--- src/hw/rtl/bpsk_pkg.sv ---
// shared types, constants and sine table builder for the bpsk modulator
package bpsk_pkg;

   // defaults for top-level parameters
   localparam int DEF_PHASE_BITS  = 16;
   localparam int DEF_SAMPLE_BITS = 8;

   // fixed geometry
   localparam int MAX_BAUD_LENGTH  = 1024;
   localparam int POS_BITS         = $clog2(MAX_BAUD_LENGTH);
   localparam int LEN_BITS         = 11;
   localparam int SINE_TABLE_DEPTH = 256;
   localparam int IDX_BITS         = $clog2(SINE_TABLE_DEPTH);
   localparam int STEP_BITS        = 16;
   localparam int AMP_BITS         = 7;
   localparam int WIN_BITS         = 9;

   // job queue depth, power of two
   localparam int QUEUE_DEPTH = 2;

   // register map
   localparam int CSR_ADDR_BITS = 4;
   typedef enum logic [1:0] {
      REG_CARRIER_STEP = 2'd0,
      REG_AMPLITUDE    = 2'd1,
      REG_BAUD_LENGTH  = 2'd2,
      REG_WINDOW_STEP  = 2'd3
   } reg_index_type;

   // register reset values
   localparam logic [STEP_BITS-1:0] RST_CARRIER_STEP = 16'd8192;
   localparam logic [AMP_BITS-1:0]  RST_AMPLITUDE    = 7'd63;
   localparam logic [LEN_BITS-1:0]  RST_BAUD_LENGTH  = 11'd256;
   localparam logic [STEP_BITS-1:0] RST_WINDOW_STEP  = 16'd256;

   // one sample's work as classified by the front end
   typedef struct packed {
      logic [IDX_BITS-1:0] carrier_idx;
      logic [IDX_BITS-1:0] window_idx;
      logic                negate;
      logic                held;
      logic                last;
   } job_type;

   // Q30 fixed-point constants for the table builder
   localparam logic [63:0] Q30_ONE     = 64'd1 << 30;
   localparam logic [63:0] HALF_PI_Q30 = 64'd1686629713;

   // round(127 * sin(2 pi i / depth)) by a Taylor series in integer Q30 math
   function automatic logic signed [7:0] sine_entry(input int unsigned i);
      logic [63:0] m;
      logic [63:0] x;
      logic [63:0] x2;
      logic [63:0] t;
      logic [63:0] sv;
      logic [63:0] q;
      logic        neg;
      m   = 64'(i) * 64'd4;
      neg = 1'b0;
      if (m >= 64'(2 * SINE_TABLE_DEPTH)) begin
         neg = 1'b1;
         m   = m - 64'(2 * SINE_TABLE_DEPTH);
      end
      if (m > 64'(SINE_TABLE_DEPTH)) begin
         m = 64'(2 * SINE_TABLE_DEPTH) - m;
      end
      x  = (m * HALF_PI_Q30 + 64'(SINE_TABLE_DEPTH / 2)) / 64'(SINE_TABLE_DEPTH);
      x2 = (x * x) >> 30;
      t  = Q30_ONE - x2 / 64'd110;
      t  = Q30_ONE - ((x2 * t) >> 30) / 64'd72;
      t  = Q30_ONE - ((x2 * t) >> 30) / 64'd42;
      t  = Q30_ONE - ((x2 * t) >> 30) / 64'd20;
      t  = Q30_ONE - ((x2 * t) >> 30) / 64'd6;
      sv = (x * t) >> 30;
      q  = (sv * 64'd127 + (64'd1 << 29)) >> 30;
      if (q > 64'd127) begin
         q = 64'd127;
      end
      return neg ? -$signed(8'(q)) : $signed(8'(q));
   endfunction

endpackage

--- src/hw/rtl/bpsk_raised_cosine_modulator.sv ---
// top level of the bpsk raised-cosine modulator with its register block
//
//  channel  | direction | signals                              | carries
//  req      | in        | req_tvalid/tready/tdata[7:0]         | symbol_bit in bit 0
//  rsp      | out       | rsp_tvalid/tready/tdata, rsp_tlast   | sample, baud_end
//  csr      | in        | csr_psel/penable/pwrite/paddr/pwdata | register writes and reads
//
// each sample passes through the back-end sequencer states in order (pop,
// table lookup, amplitude multiply, window multiply into the output register)
// the front end takes one bit per cycle while the two-entry job queue has room
// synchronous active-high reset clears the modulator state and the registers
// a stalled rsp side holds the result and backs up the queue, then req_tready
module bpsk_raised_cosine_modulator import bpsk_pkg::*; #(
   parameter int PHASE_BITS  = DEF_PHASE_BITS,
   parameter int SAMPLE_BITS = DEF_SAMPLE_BITS
) (
   input  logic                     clock,
   input  logic                     reset,
   // stream in
   input  logic                     req_tvalid,
   output logic                     req_tready,
   input  logic [7:0]               req_tdata,   // [0] symbol_bit, [7:1] zero
   // stream out
   output logic                     rsp_tvalid,
   input  logic                     rsp_tready,
   output logic [((SAMPLE_BITS+7)/8)*8-1:0] rsp_tdata, // sample, then zero fill
   output logic                     rsp_tlast,   // baud_end
   // register port
   input  logic                     csr_psel,
   input  logic                     csr_penable,
   input  logic                     csr_pwrite,
   input  logic [CSR_ADDR_BITS-1:0] csr_paddr,
   input  logic [31:0]              csr_pwdata,
   output logic [31:0]              csr_prdata,
   output logic                     csr_pready
);

   localparam int TDATA_W = ((SAMPLE_BITS + 7) / 8) * 8;

   logic [STEP_BITS-1:0] carrier_step_ff;
   logic [AMP_BITS-1:0]  amplitude_ff;
   logic [LEN_BITS-1:0]  baud_length_ff;
   logic [STEP_BITS-1:0] window_step_ff;

   reg_index_type          csr_index;
   logic                   csr_write;
   logic                   push;
   logic                   pop;
   logic                   q_full;
   logic                   q_empty;
   job_type                push_job;
   job_type                head;
   logic [SAMPLE_BITS-1:0] sample;

   // register block
   assign csr_pready = 1'b1;
   assign csr_index  = reg_index_type'(csr_paddr[3:2]);
   assign csr_write  = csr_psel && csr_penable && csr_pwrite && csr_pready;

   always_ff @(posedge clock) begin
      if (reset) begin
         carrier_step_ff <= RST_CARRIER_STEP;
         amplitude_ff    <= RST_AMPLITUDE;
         baud_length_ff  <= RST_BAUD_LENGTH;
         window_step_ff  <= RST_WINDOW_STEP;
      end else if (csr_write) begin
         case (csr_index)
            REG_CARRIER_STEP: carrier_step_ff <= csr_pwdata[STEP_BITS-1:0];
            REG_AMPLITUDE:    amplitude_ff    <= csr_pwdata[AMP_BITS-1:0];
            REG_BAUD_LENGTH:  baud_length_ff  <= csr_pwdata[LEN_BITS-1:0];
            REG_WINDOW_STEP:  window_step_ff  <= csr_pwdata[STEP_BITS-1:0];
            default: ;
         endcase
      end
   end

   // register readback
   always_comb begin
      case (csr_index)
         REG_CARRIER_STEP: csr_prdata = 32'(carrier_step_ff);
         REG_AMPLITUDE:    csr_prdata = 32'(amplitude_ff);
         REG_BAUD_LENGTH:  csr_prdata = 32'(baud_length_ff);
         REG_WINDOW_STEP:  csr_prdata = 32'(window_step_ff);
         default:          csr_prdata = '0;
      endcase
   end

   // front end
   bpsk_front #(
      .PHASE_BITS(PHASE_BITS)
   ) u_front (
      .clock       (clock),
      .reset       (reset),
      .symbol_bit  (req_tdata[0]),
      .in_valid    (req_tvalid),
      .in_ready    (req_tready),
      .carrier_step(carrier_step_ff),
      .baud_length (baud_length_ff),
      .window_step (window_step_ff),
      .queue_full  (q_full),
      .push        (push),
      .push_job    (push_job)
   );

   // job queue
   bpsk_queue u_queue (
      .clock   (clock),
      .reset   (reset),
      .push    (push),
      .push_job(push_job),
      .pop     (pop),
      .head    (head),
      .full    (q_full),
      .empty   (q_empty)
   );

   // back end
   bpsk_back #(
      .SAMPLE_BITS(SAMPLE_BITS)
   ) u_back (
      .clock      (clock),
      .reset      (reset),
      .amplitude  (amplitude_ff),
      .queue_empty(q_empty),
      .head       (head),
      .pop        (pop),
      .out_valid  (rsp_tvalid),
      .out_ready  (rsp_tready),
      .out_sample (sample),
      .out_last   (rsp_tlast)
   );

   assign rsp_tdata = TDATA_W'(sample);

endmodule

--- src/hw/rtl/bpsk_front.sv ---
// front end: accepts symbol bits, tracks baud and carrier state, emits jobs
module bpsk_front import bpsk_pkg::*; #(
   parameter int PHASE_BITS = DEF_PHASE_BITS
) (
   input  logic                 clock,
   input  logic                 reset,
   input  logic                 symbol_bit,
   input  logic                 in_valid,
   output logic                 in_ready,
   input  logic [STEP_BITS-1:0] carrier_step,
   input  logic [LEN_BITS-1:0]  baud_length,
   input  logic [STEP_BITS-1:0] window_step,
   input  logic                 queue_full,
   output logic                 push,
   output job_type              push_job
);

   logic [PHASE_BITS-1:0] phase_ff, phase_in;
   logic [POS_BITS-1:0]   pos_ff, pos_in;
   logic                  pol_ff, pol_in;
   logic                  held_ff, held_in;

   logic [LEN_BITS-1:0]          len;
   logic [LEN_BITS-1:0]          half;
   logic [LEN_BITS-1:0]          pos_plus;
   logic                         last;
   logic [POS_BITS+STEP_BITS-1:0] wprod;
   logic [STEP_BITS-1:0]         wphase;

   assign in_ready = !queue_full;
   assign push     = in_valid && in_ready;

   // clamp baud length and find its half point
   assign len  = (baud_length > LEN_BITS'(MAX_BAUD_LENGTH)) ?
                 LEN_BITS'(MAX_BAUD_LENGTH) : baud_length;
   assign half = len >> 1;

   // window phase is the baud position times the window step plus a quarter turn, modulo 2^16
   assign wprod  = (POS_BITS+STEP_BITS)'(pos_ff) * (POS_BITS+STEP_BITS)'(window_step);
   assign wphase = wprod[STEP_BITS-1:0] + STEP_BITS'(16384);

   assign pos_plus = LEN_BITS'(pos_ff) + LEN_BITS'(1);
   assign last     = (pos_plus >= len);

   // latch bit at baud start, flip polarity at half point of a zero bit
   always_comb begin
      held_in = (pos_ff == '0) ? symbol_bit : held_ff;
      pol_in  = pol_ff ^ (!held_in && (LEN_BITS'(pos_ff) == half));
      phase_in = phase_ff + PHASE_BITS'(carrier_step);
      pos_in   = last ? '0 : pos_plus[POS_BITS-1:0];
   end

   // job for the back end
   always_comb begin
      push_job.carrier_idx = phase_ff[PHASE_BITS-1 -: IDX_BITS];
      push_job.window_idx  = wphase[STEP_BITS-1 -: IDX_BITS];
      push_job.negate      = pol_in;
      push_job.held        = held_in;
      push_job.last        = last;
   end

   // modulator state advances on each accepted transfer
   always_ff @(posedge clock) begin
      if (reset) begin
         phase_ff <= '0;
         pos_ff   <= '0;
         pol_ff   <= 1'b0;
         held_ff  <= 1'b1;
      end else if (push) begin
         phase_ff <= phase_in;
         pos_ff   <= pos_in;
         pol_ff   <= pol_in;
         held_ff  <= held_in;
      end
   end

endmodule

--- src/hw/rtl/bpsk_queue.sv ---
// small job queue between front and back end
module bpsk_queue import bpsk_pkg::*; (
   input  logic    clock,
   input  logic    reset,
   input  logic    push,
   input  job_type push_job,
   input  logic    pop,
   output job_type head,
   output logic    full,
   output logic    empty
);

   localparam int PTR_BITS   = $clog2(QUEUE_DEPTH);
   localparam int COUNT_BITS = $clog2(QUEUE_DEPTH + 1);

   job_type               mem_ff [QUEUE_DEPTH];
   logic [PTR_BITS-1:0]   wr_ptr_ff, wr_ptr_in;
   logic [PTR_BITS-1:0]   rd_ptr_ff, rd_ptr_in;
   logic [COUNT_BITS-1:0] count_ff, count_in;

   assign full  = (count_ff == COUNT_BITS'(QUEUE_DEPTH));
   assign empty = (count_ff == '0);
   assign head  = mem_ff[rd_ptr_ff];

   // pointer and fill bookkeeping
   always_comb begin
      wr_ptr_in = push ? wr_ptr_ff + PTR_BITS'(1) : wr_ptr_ff;
      rd_ptr_in = pop ? rd_ptr_ff + PTR_BITS'(1) : rd_ptr_ff;
      count_in  = count_ff;
      if (push && !pop) begin
         count_in = count_ff + COUNT_BITS'(1);
      end else if (pop && !push) begin
         count_in = count_ff - COUNT_BITS'(1);
      end
   end

   always_ff @(posedge clock) begin
      if (reset) begin
         wr_ptr_ff <= '0;
         rd_ptr_ff <= '0;
         count_ff  <= '0;
      end else begin
         wr_ptr_ff <= wr_ptr_in;
         rd_ptr_ff <= rd_ptr_in;
         count_ff  <= count_in;
      end
   end

   // job storage
   always_ff @(posedge clock) begin
      if (push) begin
         mem_ff[wr_ptr_ff] <= push_job;
      end
   end

   // no overflow or underflow
   a_no_push_full: assert property (@(posedge clock) disable iff (reset)
      push |-> !full) else $error("job pushed into full queue");
   a_no_pop_empty: assert property (@(posedge clock) disable iff (reset)
      pop |-> !empty) else $error("job popped from empty queue");

endmodule

--- src/hw/rtl/bpsk_back.sv ---
// back end: sine lookup, window and amplitude scaling, output register
module bpsk_back import bpsk_pkg::*; #(
   parameter int SAMPLE_BITS = DEF_SAMPLE_BITS
) (
   input  logic                   clock,
   input  logic                   reset,
   input  logic [AMP_BITS-1:0]    amplitude,
   input  logic                   queue_empty,
   input  job_type                head,
   output logic                   pop,
   output logic                   out_valid,
   input  logic                   out_ready,
   output logic [SAMPLE_BITS-1:0] out_sample,
   output logic                   out_last
);

   localparam int PROD_W = SAMPLE_BITS + 16;
   localparam int CENTER = (1 << (SAMPLE_BITS - 1)) - 1;
   localparam logic signed [PROD_W-1:0] CENTER_TERM = PROD_W'(CENTER) << 15;

   typedef enum logic [3:0] {
      ST_IDLE = 4'b0001,
      ST_LOOK = 4'b0010,
      ST_MUL  = 4'b0100,
      ST_FIN  = 4'b1000
   } state_type;

   state_type state_ff, state_in;

   job_type                  job_ff;
   logic signed [7:0]        s_ff;
   logic [WIN_BITS-1:0]      w_ff;
   logic signed [15:0]       p1_ff;
   logic [SAMPLE_BITS-1:0]   sample_ff;
   logic                     last_ff;
   logic                     valid_ff, valid_in;

   logic signed [7:0]        sine_rom [SINE_TABLE_DEPTH];
   logic signed [7:0]        s_raw;
   logic signed [7:0]        w_raw;
   logic signed [9:0]        w_sum;
   logic signed [PROD_W-1:0] prod;
   logic                     load;

   // constant sine table
   for (genvar g = 0; g < SINE_TABLE_DEPTH; g++) begin : g_rom
      assign sine_rom[g] = sine_entry(g);
   end

   assign s_raw = sine_rom[job_ff.carrier_idx];
   assign w_raw = sine_rom[job_ff.window_idx];
   assign w_sum = 10'sd128 + 10'(w_raw);

   // final product plus center; never negative so the shift floors
   assign prod = PROD_W'(p1_ff) * PROD_W'($signed({1'b0, w_ff})) + CENTER_TERM;

   assign pop  = (state_ff == ST_IDLE) && !queue_empty;
   assign load = (state_ff == ST_FIN) && (!valid_ff || out_ready);

   // sequencer
   always_comb begin
      state_in = state_ff;
      case (state_ff)
         ST_IDLE: begin
            if (!queue_empty) begin
               state_in = ST_LOOK;
            end
         end
         ST_LOOK: state_in = ST_MUL;
         ST_MUL:  state_in = ST_FIN;
         ST_FIN: begin
            if (load) begin
               state_in = ST_IDLE;
            end
         end
         default: state_in = ST_IDLE;
      endcase
   end

   // output valid: set on load, cleared once taken
   always_comb begin
      valid_in = valid_ff;
      if (load) begin
         valid_in = 1'b1;
      end else if (out_ready) begin
         valid_in = 1'b0;
      end
   end

   always_ff @(posedge clock) begin
      if (reset) begin
         state_ff <= ST_IDLE;
         valid_ff <= 1'b0;
      end else begin
         state_ff <= state_in;
         valid_ff <= valid_in;
      end
   end

   // datapath registers
   always_ff @(posedge clock) begin
      if (pop) begin
         job_ff <= head;
      end
      if (state_ff == ST_LOOK) begin
         s_ff <= job_ff.negate ? -s_raw : s_raw;
         w_ff <= job_ff.held ? WIN_BITS'(256) : w_sum[WIN_BITS-1:0];
      end
      if (state_ff == ST_MUL) begin
         p1_ff <= 16'(s_ff) * 16'($signed({1'b0, amplitude}));
      end
      if (load) begin
         sample_ff <= prod[15 +: SAMPLE_BITS];
         last_ff   <= job_ff.last;
      end
   end

   assign out_valid  = valid_ff;
   assign out_sample = sample_ff;
   assign out_last   = last_ff;

   // a held result is never overwritten, and the work steps run in order
   a_no_overwrite: assert property (@(posedge clock) disable iff (reset)
      (valid_ff && !out_ready) |-> !load) else $error("pending result overwritten");
   a_look_to_mul: assert property (@(posedge clock) disable iff (reset)
      (state_ff == ST_LOOK) |=> (state_ff == ST_MUL)) else $error("lookup not followed by multiply");

endmodule
--- config.mk ---
export PLATFORM = sky130hd
export DESIGN_NAME = bpsk_raised_cosine_modulator
export DESIGN_NICKNAME = d
export VERILOG_FILES = /design/src/hw/rtl/bpsk_pkg.sv /design/src/hw/rtl/bpsk_raised_cosine_modulator.sv /design/src/hw/rtl/bpsk_front.sv /design/src/hw/rtl/bpsk_queue.sv /design/src/hw/rtl/bpsk_back.sv
export SDC_FILE = /design/constraint.sdc
export NUM_CORES = 1
export LEC_CHECK = 0
export ABC_AREA = 1
export BUFFER_PORTS_ARGS = -buffer_cell sky130_fd_sc_hd__buf_4
export CAP_MARGIN = 10
export CORE_ASPECT_RATIO = 1.5
export CORE_MARGIN = 2
export CORE_UTILIZATION = 55
export CTS_BUF_LIST = sky130_fd_sc_hd__clkbuf_16
export CTS_CLUSTER_SIZE = 40
export DETAILED_ROUTE_END_ITERATION = 8
export PLACE_DENSITY = 0.77
export RECOVER_POWER = 25
export SYNTH_ARGS = -nofsm -noshare
export SYNTH_HDL_FRONTEND = slang
export SYNTH_SLANG_ARGS = --single-unit
--- constraint.sdc ---
create_clock -name clock -period 8 [get_ports clock]
set_clock_uncertainty 0.15 [all_clocks]
set_input_delay 1.2 -clock clock [delete_from_list [all_inputs] [get_ports clock]]
set_output_delay 1.2 -clock clock [all_outputs]
set_load 0.01 [all_outputs]
* Word-level counts from Yosys, hierarchy flattened *
Memory sizes are Yosys's and may differ from the RTL's. A register that Yosys moved wholly into a read port is not among the register bits.
Index checks and enable logic that the tools add are counted.

storage, ports and cells
  register bits = 129
  bits of input ports = 51
  memories = 3
  memory bits (writable) = 38
  ROM bits = 4096

cells by class
  reductions and logical operators = 25
  muxes and demuxes = 18
  magnitude comparators = 4
  bitwise logic cells = 3
  equality and inequality tests = 11
  add/sub/neg operators = 10
  multiply operators = 3

memories
  name             words  width  rd ports  clocked after Yosys merged registers in  write ports  line              RTL
  (no name shown)  256    8      1         0                                        0            bpsk_back.sv:50   assign s_raw = sine_rom[job_ff.carrier_idx];
  (no name shown)  256    8      1         0                                        0            bpsk_back.sv:51   assign w_raw = sine_rom[job_ff.window_idx];
  u_queue.mem_ff   2      19     1         1                                        1            bpsk_queue.sv:16  job_type mem_ff [QUEUE_DEPTH];

operators by type and width
  cell                                                              count
  32-bit case mux with 4 select lines                               1
  8-bit 2-to-1 mux                                                  5
  23-bit adder, second input constant                               1
  16-bit by 10-bit multiplier with 23-bit output                    1
  9-bit >= comparator, second input constant                        2
  8-bit NOT with 9-bit output                                       2
  16-bit by 15-bit adder with 16-bit output, second input constant  1
  16-bit adder                                                      1
  10-bit by 16-bit multiplier with 16-bit output                    1
  8-bit by 8-bit multiplier with 16-bit output                      1
  4-bit case mux with 4 select lines                                1
  10-bit by 1-bit adder with 11-bit output, second input constant   1
  11-bit >= comparator                                              1
  11-bit > comparator, second input constant                        1
  11-bit 2-to-1 mux                                                 1
  10-bit equality test                                              1
  10-bit zero test                                                  1
  10-bit 2-to-1 mux                                                 1
  2-bit AND reduction                                               5
  9-bit by 8-bit adder with 9-bit output, first input constant      1
  1-bit logical AND                                                 8
  4-bit 2-to-1 mux                                                  2
  8-bit negator                                                     1
  2-bit equality test, second input constant                        3
  17 further kinds                                                  30

* Longest topological paths before layout *
  depth after elaboration = 7
  gate-level depth with buffers = 24

* Modules after synthesis *
From an unflattened synthesis, not the netlist that was laid out.

second synthesis, totals
  cell total of the unflattened synthesis = 3154
  area total of the unflattened synthesis = 23188.5 um^2

by module, submodules not included
  module                        times used  sequential area each (um^2)  area each (um^2)  cells each
  bpsk_back                     1           1931.9                       13036.3           1830
  bpsk_front                    1           560.5                        6050.8            860
  bpsk_raised_cosine_modulator  1           1001.0                       2451.1            372
  bpsk_queue                    1           1241.2                       1650.3            92

* Worst setup path before layout *
OpenSTA, ideal clock, no wires.

  kind = register -> register
  start = register u_back.w_ff[2]
  end = register u_back.sample_ff[6] (netlist: u_back.out_sample[6]), data pin
  path buffers = 2
  stages on the path, launching flop included = 19
  path slack = 2.924 ns
  clock period less this slack = 5.076 ns
  library setup time = 0.262 ns
  data arrival time = 4.664 ns
  cells stage by stage = edfxtp_1 clkbuf_1 clkbuf_1 nand2_1 fa_1 inv_1 fa_1 fa_1 fa_1 inv_1 fa_1 inv_1 ha_1 nand2_1 nor4_1 o21ai_0 nand3_1 a21oi_1 xor2_1

on the way
  word-level cells in the longest chain between the ends = 2

RTL lines
  what                                            line              RTL
  start: declaration                              bpsk_back.sv:32   logic [WIN_BITS-1:0] w_ff;
  start signal: assignment                        bpsk_back.sv:107  w_ff <= job_ff.held ? WIN_BITS'(256) : w_sum[WIN_BITS-1:0];
  16-bit by 10-bit multiplier with 23-bit output  bpsk_back.sv:55   assign prod = PROD_W'(p1_ff) * PROD_W'($signed({1'b0, w_ff})) + CENTER_TERM;
  23-bit adder                                    bpsk_back.sv:55
  net u_back.prod[21]                             bpsk_back.sv:42   logic signed [PROD_W-1:0] prod;
  end signal: assignment                          bpsk_back.sv:113  sample_ff <= prod[15 +: SAMPLE_BITS];
  end: declaration                                bpsk_back.sv:34   logic [SAMPLE_BITS-1:0] sample_ff;

The timed path passes the listed nets, and every way through them passes these cells.
A chain may end at the register's enable or synchronous reset.

* Worst setup path after layout *
Ends and elaborated chain as after synthesis.

==> flow_summary.toml <==
[setup_path]
arrival_ns = 5.83
slowest_delay_ns = 0.84
worstPathCellList = "nand2_1 > inv_1 > fa_1 > inv_1 > fa_1 > fa_1 > fa_1 > fa_1 > inv_1 > ha_1 > nand2_1 > nor4_1 > nand4_1 > nand3_1 > a21oi_1 > xor2_1"
cp_slowest_cell = "edfxtp_1"
critPathKind = "reg -> reg"
crit_fanout = 16
endpoint_kind = "register"
required_ns = 8.06
cp_common_cell = "fa_1"
critPathLaunchType = "register"

[drt]
drt_iter0_markers = 1510
drc = 0
num_vias = 19900
drt-total-wl_um = 60800
ant_nets = 0
dr.pass1.iters = 9
wire_per_inst_um = 17.0
via_per_inst = 5.59

[power_and_ir_drop]
seq_power_share_pct = 17.6
p_switching_uw = 5470
ir_worst_vdd_mv = 0.265
p_leak_uw = 0.0126
power.internal_uw = 4550
p_per_area_nw_per_um2 = 423
p_sw_share_pct = 54.6
pwr-share-clk_pct = 9.5
combinationalPowerShare_pct = 72.9

[final_layout]
finish.net_count = 3509
antenna_cells = 0
final_cell_mix = "nand2_1, inv_1, fa_1"
fill_cells = 3636
design_area_um2 = 23700
area_growth_pct = 5.54
drive_above_1_share_pct = 3.72
final_util_pct = 58.9
final_common_cell = "nand2_1"

[sta]
setup_viol = 0
rsz0062_at_grt = "no"
worst_slew_pin_slew_ns = 1.66
drv_slew = 29
slew_headroom_pct = -10.9
fin_tns_setup_ns = 0
period_share_pct = 72.1
max_freq_ghz = 0.173
finalHoldViolCount = 0
finalCriticalPeriod_ns = 5.77

[synthesis]
synthFlopType = "edfxtp_1"
synth_edf_count = 99
ys_types = 53
yosys_warnings = 0
yosysSeqAreaShare_pct = 21.0
syn_avg_cell_area_um2 = 7.26
synthesis.area_um2 = 22400
synth_cells = 3089
synth_seq_cells = 186
postSynth.asyncResetShare_pct = 0

[floorplan]
core-area_um2 = 40200
io_pins = 95
rows = 90
die_area_um2 = 42500
start_util_pct = 55.8
die_y_um = 251
dieWidth_um = 169

[clock_network]
cts_buffers = 17
cts_sinks = 186
cts_hold_buf = 0
cts_root_buffer = "clkbuf_16"
cts_resized = 0
cts_tree = "built"
path_clk_slew_ns = 0.08
ctsLongestPathBuffers = 2
post_cts_buffers = 0
worstSkewPairLatency_ns = 0.48
h-tree-depth = 4

[global_route]
grt_max_degree = 60
antenna_found_initial = 0
overflow = 0
grt_util_all_layers_pct = 29.5
grt_pass1_wl_um = 100000
grt_pass1_vias = 20600

[placement]
postPlaceCellArea_um2 = 23000
gp_congestion = 1.00
io_buffer_count = 52
hpwlAfterDp_um = 47800

[run_status]
violations = "capacitance limit, slew limit"
status = "finished with violations"

[run]
drv_cap = 1

[hold_path]
hold_path_class = "reg -> reg"
logic make-up after synthesis:
logic type / Yosys count / synth area share (%)
AND/OR/NAND/NOR: 1322 / 23.6
buffers and inverters: 739 / 12.7
adder cells (fa/ha/maj): 409 / 30.6
AO/OA/AOI/OAI: 354 / 8.99
flip-flops: 186 / 21.0
XOR/XNOR: 77 / 3.01
other: 2 / 0.0335
layout make-up:
class	instances	area [µm²]	area share, %
Clock buffer	17	425	1.80
Tap cell	506	633	2.67
Multi-Input combinational cell	2179	14900	63.1
Clock inverter	15	235	0.993
Timing Repair Buffer	69	503	2.12
Inverter	596	2240	9.45
Sequential cell	186	4710	19.9
critical path, delay by kind of cell, from the launching register on:
kind / cells / cell delay [ns]
adders and majority gates: 6 / 2.83
and+or+nand+nor: 5 / 1.07
DFF: 1 / 0.84
buffers and inverters: 3 / 0.37
xor gates and xnor gates: 1 / 0.14
AOI/OAI and AO/OA: 1 / 0.10
stage by stage:
| stage | total power, µW | std cells | hold slack [ns] | setup WS, ns |
|---|---|---|---|---|
| CTS | 9970 | 3568 | 0.349 | 2.30 |
| global route | 11100 | 3568 | 0.367 | 2.00 |
| finish | 10000 | 3568 | 0.350 | 2.23 |
| floorplan | 7190 | 3104 | 0.250 | 2.92 |
| global placement | 8790 | 3536 | 0.306 | 2.51 |
| detailed placement | 8990 | 3536 | 0.330 | 2.31 |
per-layer routing:
metal | vias up | global-route usage (%) | share of wire (%)
met1 | 9430 | 31.2 | 36
li1 | 9461 | - | -
met3 | 236 | 3.46 | 5.1
met5 | - | 0 | 0
met4 | 0 | 17.1 | 6.0
met2 | 814 | 55.8 | 53
sequential cells by signal, summed over array words and instances (netlist names), 8 cells and up:
signal / flops
carrier_step_ff: 16
u_queue.mem_ff: 38
u_back.out_sample: 8
window_step_ff: 16
u_front.pos_ff: 10
u_back.w_ff: 9
u_back.p1_ff: 16
u_back.job_ff: 19
u_front.phase_ff: 16
u_back.s_ff: 8
baud_length_ff: 11
power groups by stage:
stage	combinational, µW	clock, µW	sequential [µW]
after floorplan	5630	0	1570
after global placement	7030	0	1770
after detailed placement	7210	0	1770
after CTS	7260	966	1750
after global routing	8300	1000	1780
final	7310	952	1770
worst paths after layout:
| path | slack (ns) | cells past startpoint | end | start |
|---|---|---|---|---|
| max | 2.23 | 16 | u_back.out_sample[6] | u_back.w_ff[2] |
| max reg2reg | 2.23 | 16 | u_back.out_sample[6] | u_back.w_ff[2] |
| min | 0.35 | 0 | u_queue.mem_ff[1][16] | u_front.phase_ff[13] |
| min reg2reg | 0.35 | 0 | u_queue.mem_ff[1][16] | u_front.phase_ff[13] |
cell usage after synthesis, types with 10 or more instances:
library cell | instances | area share, %
o211ai_1 | 19 | 0.64
dfxtp_1 | 87 | 7.8
xnor2_1 | 29 | 1.1
inv_1 | 580 | 9.7
nor2_1 | 224 | 3.7
buf_2 | 15 | 0.33
a31oi_1 | 11 | 0.31
buf_1 | 10 | 0.17
fa_1 | 233 | 21
edfxtp_1 | 99 | 13
nand2_1 | 880 | 15
xor2_1 | 48 | 1.9
nand4_1 | 30 | 0.84
clkbuf_1 | 101 | 1.7
nor3_1 | 19 | 0.42
o21ai_0 | 123 | 2.7
a21oi_1 | 131 | 2.9
ha_1 | 176 | 9.8
buf_4 | 17 | 0.57
nand3_1 | 154 | 3.4
(Power assumes the default switching activity.)
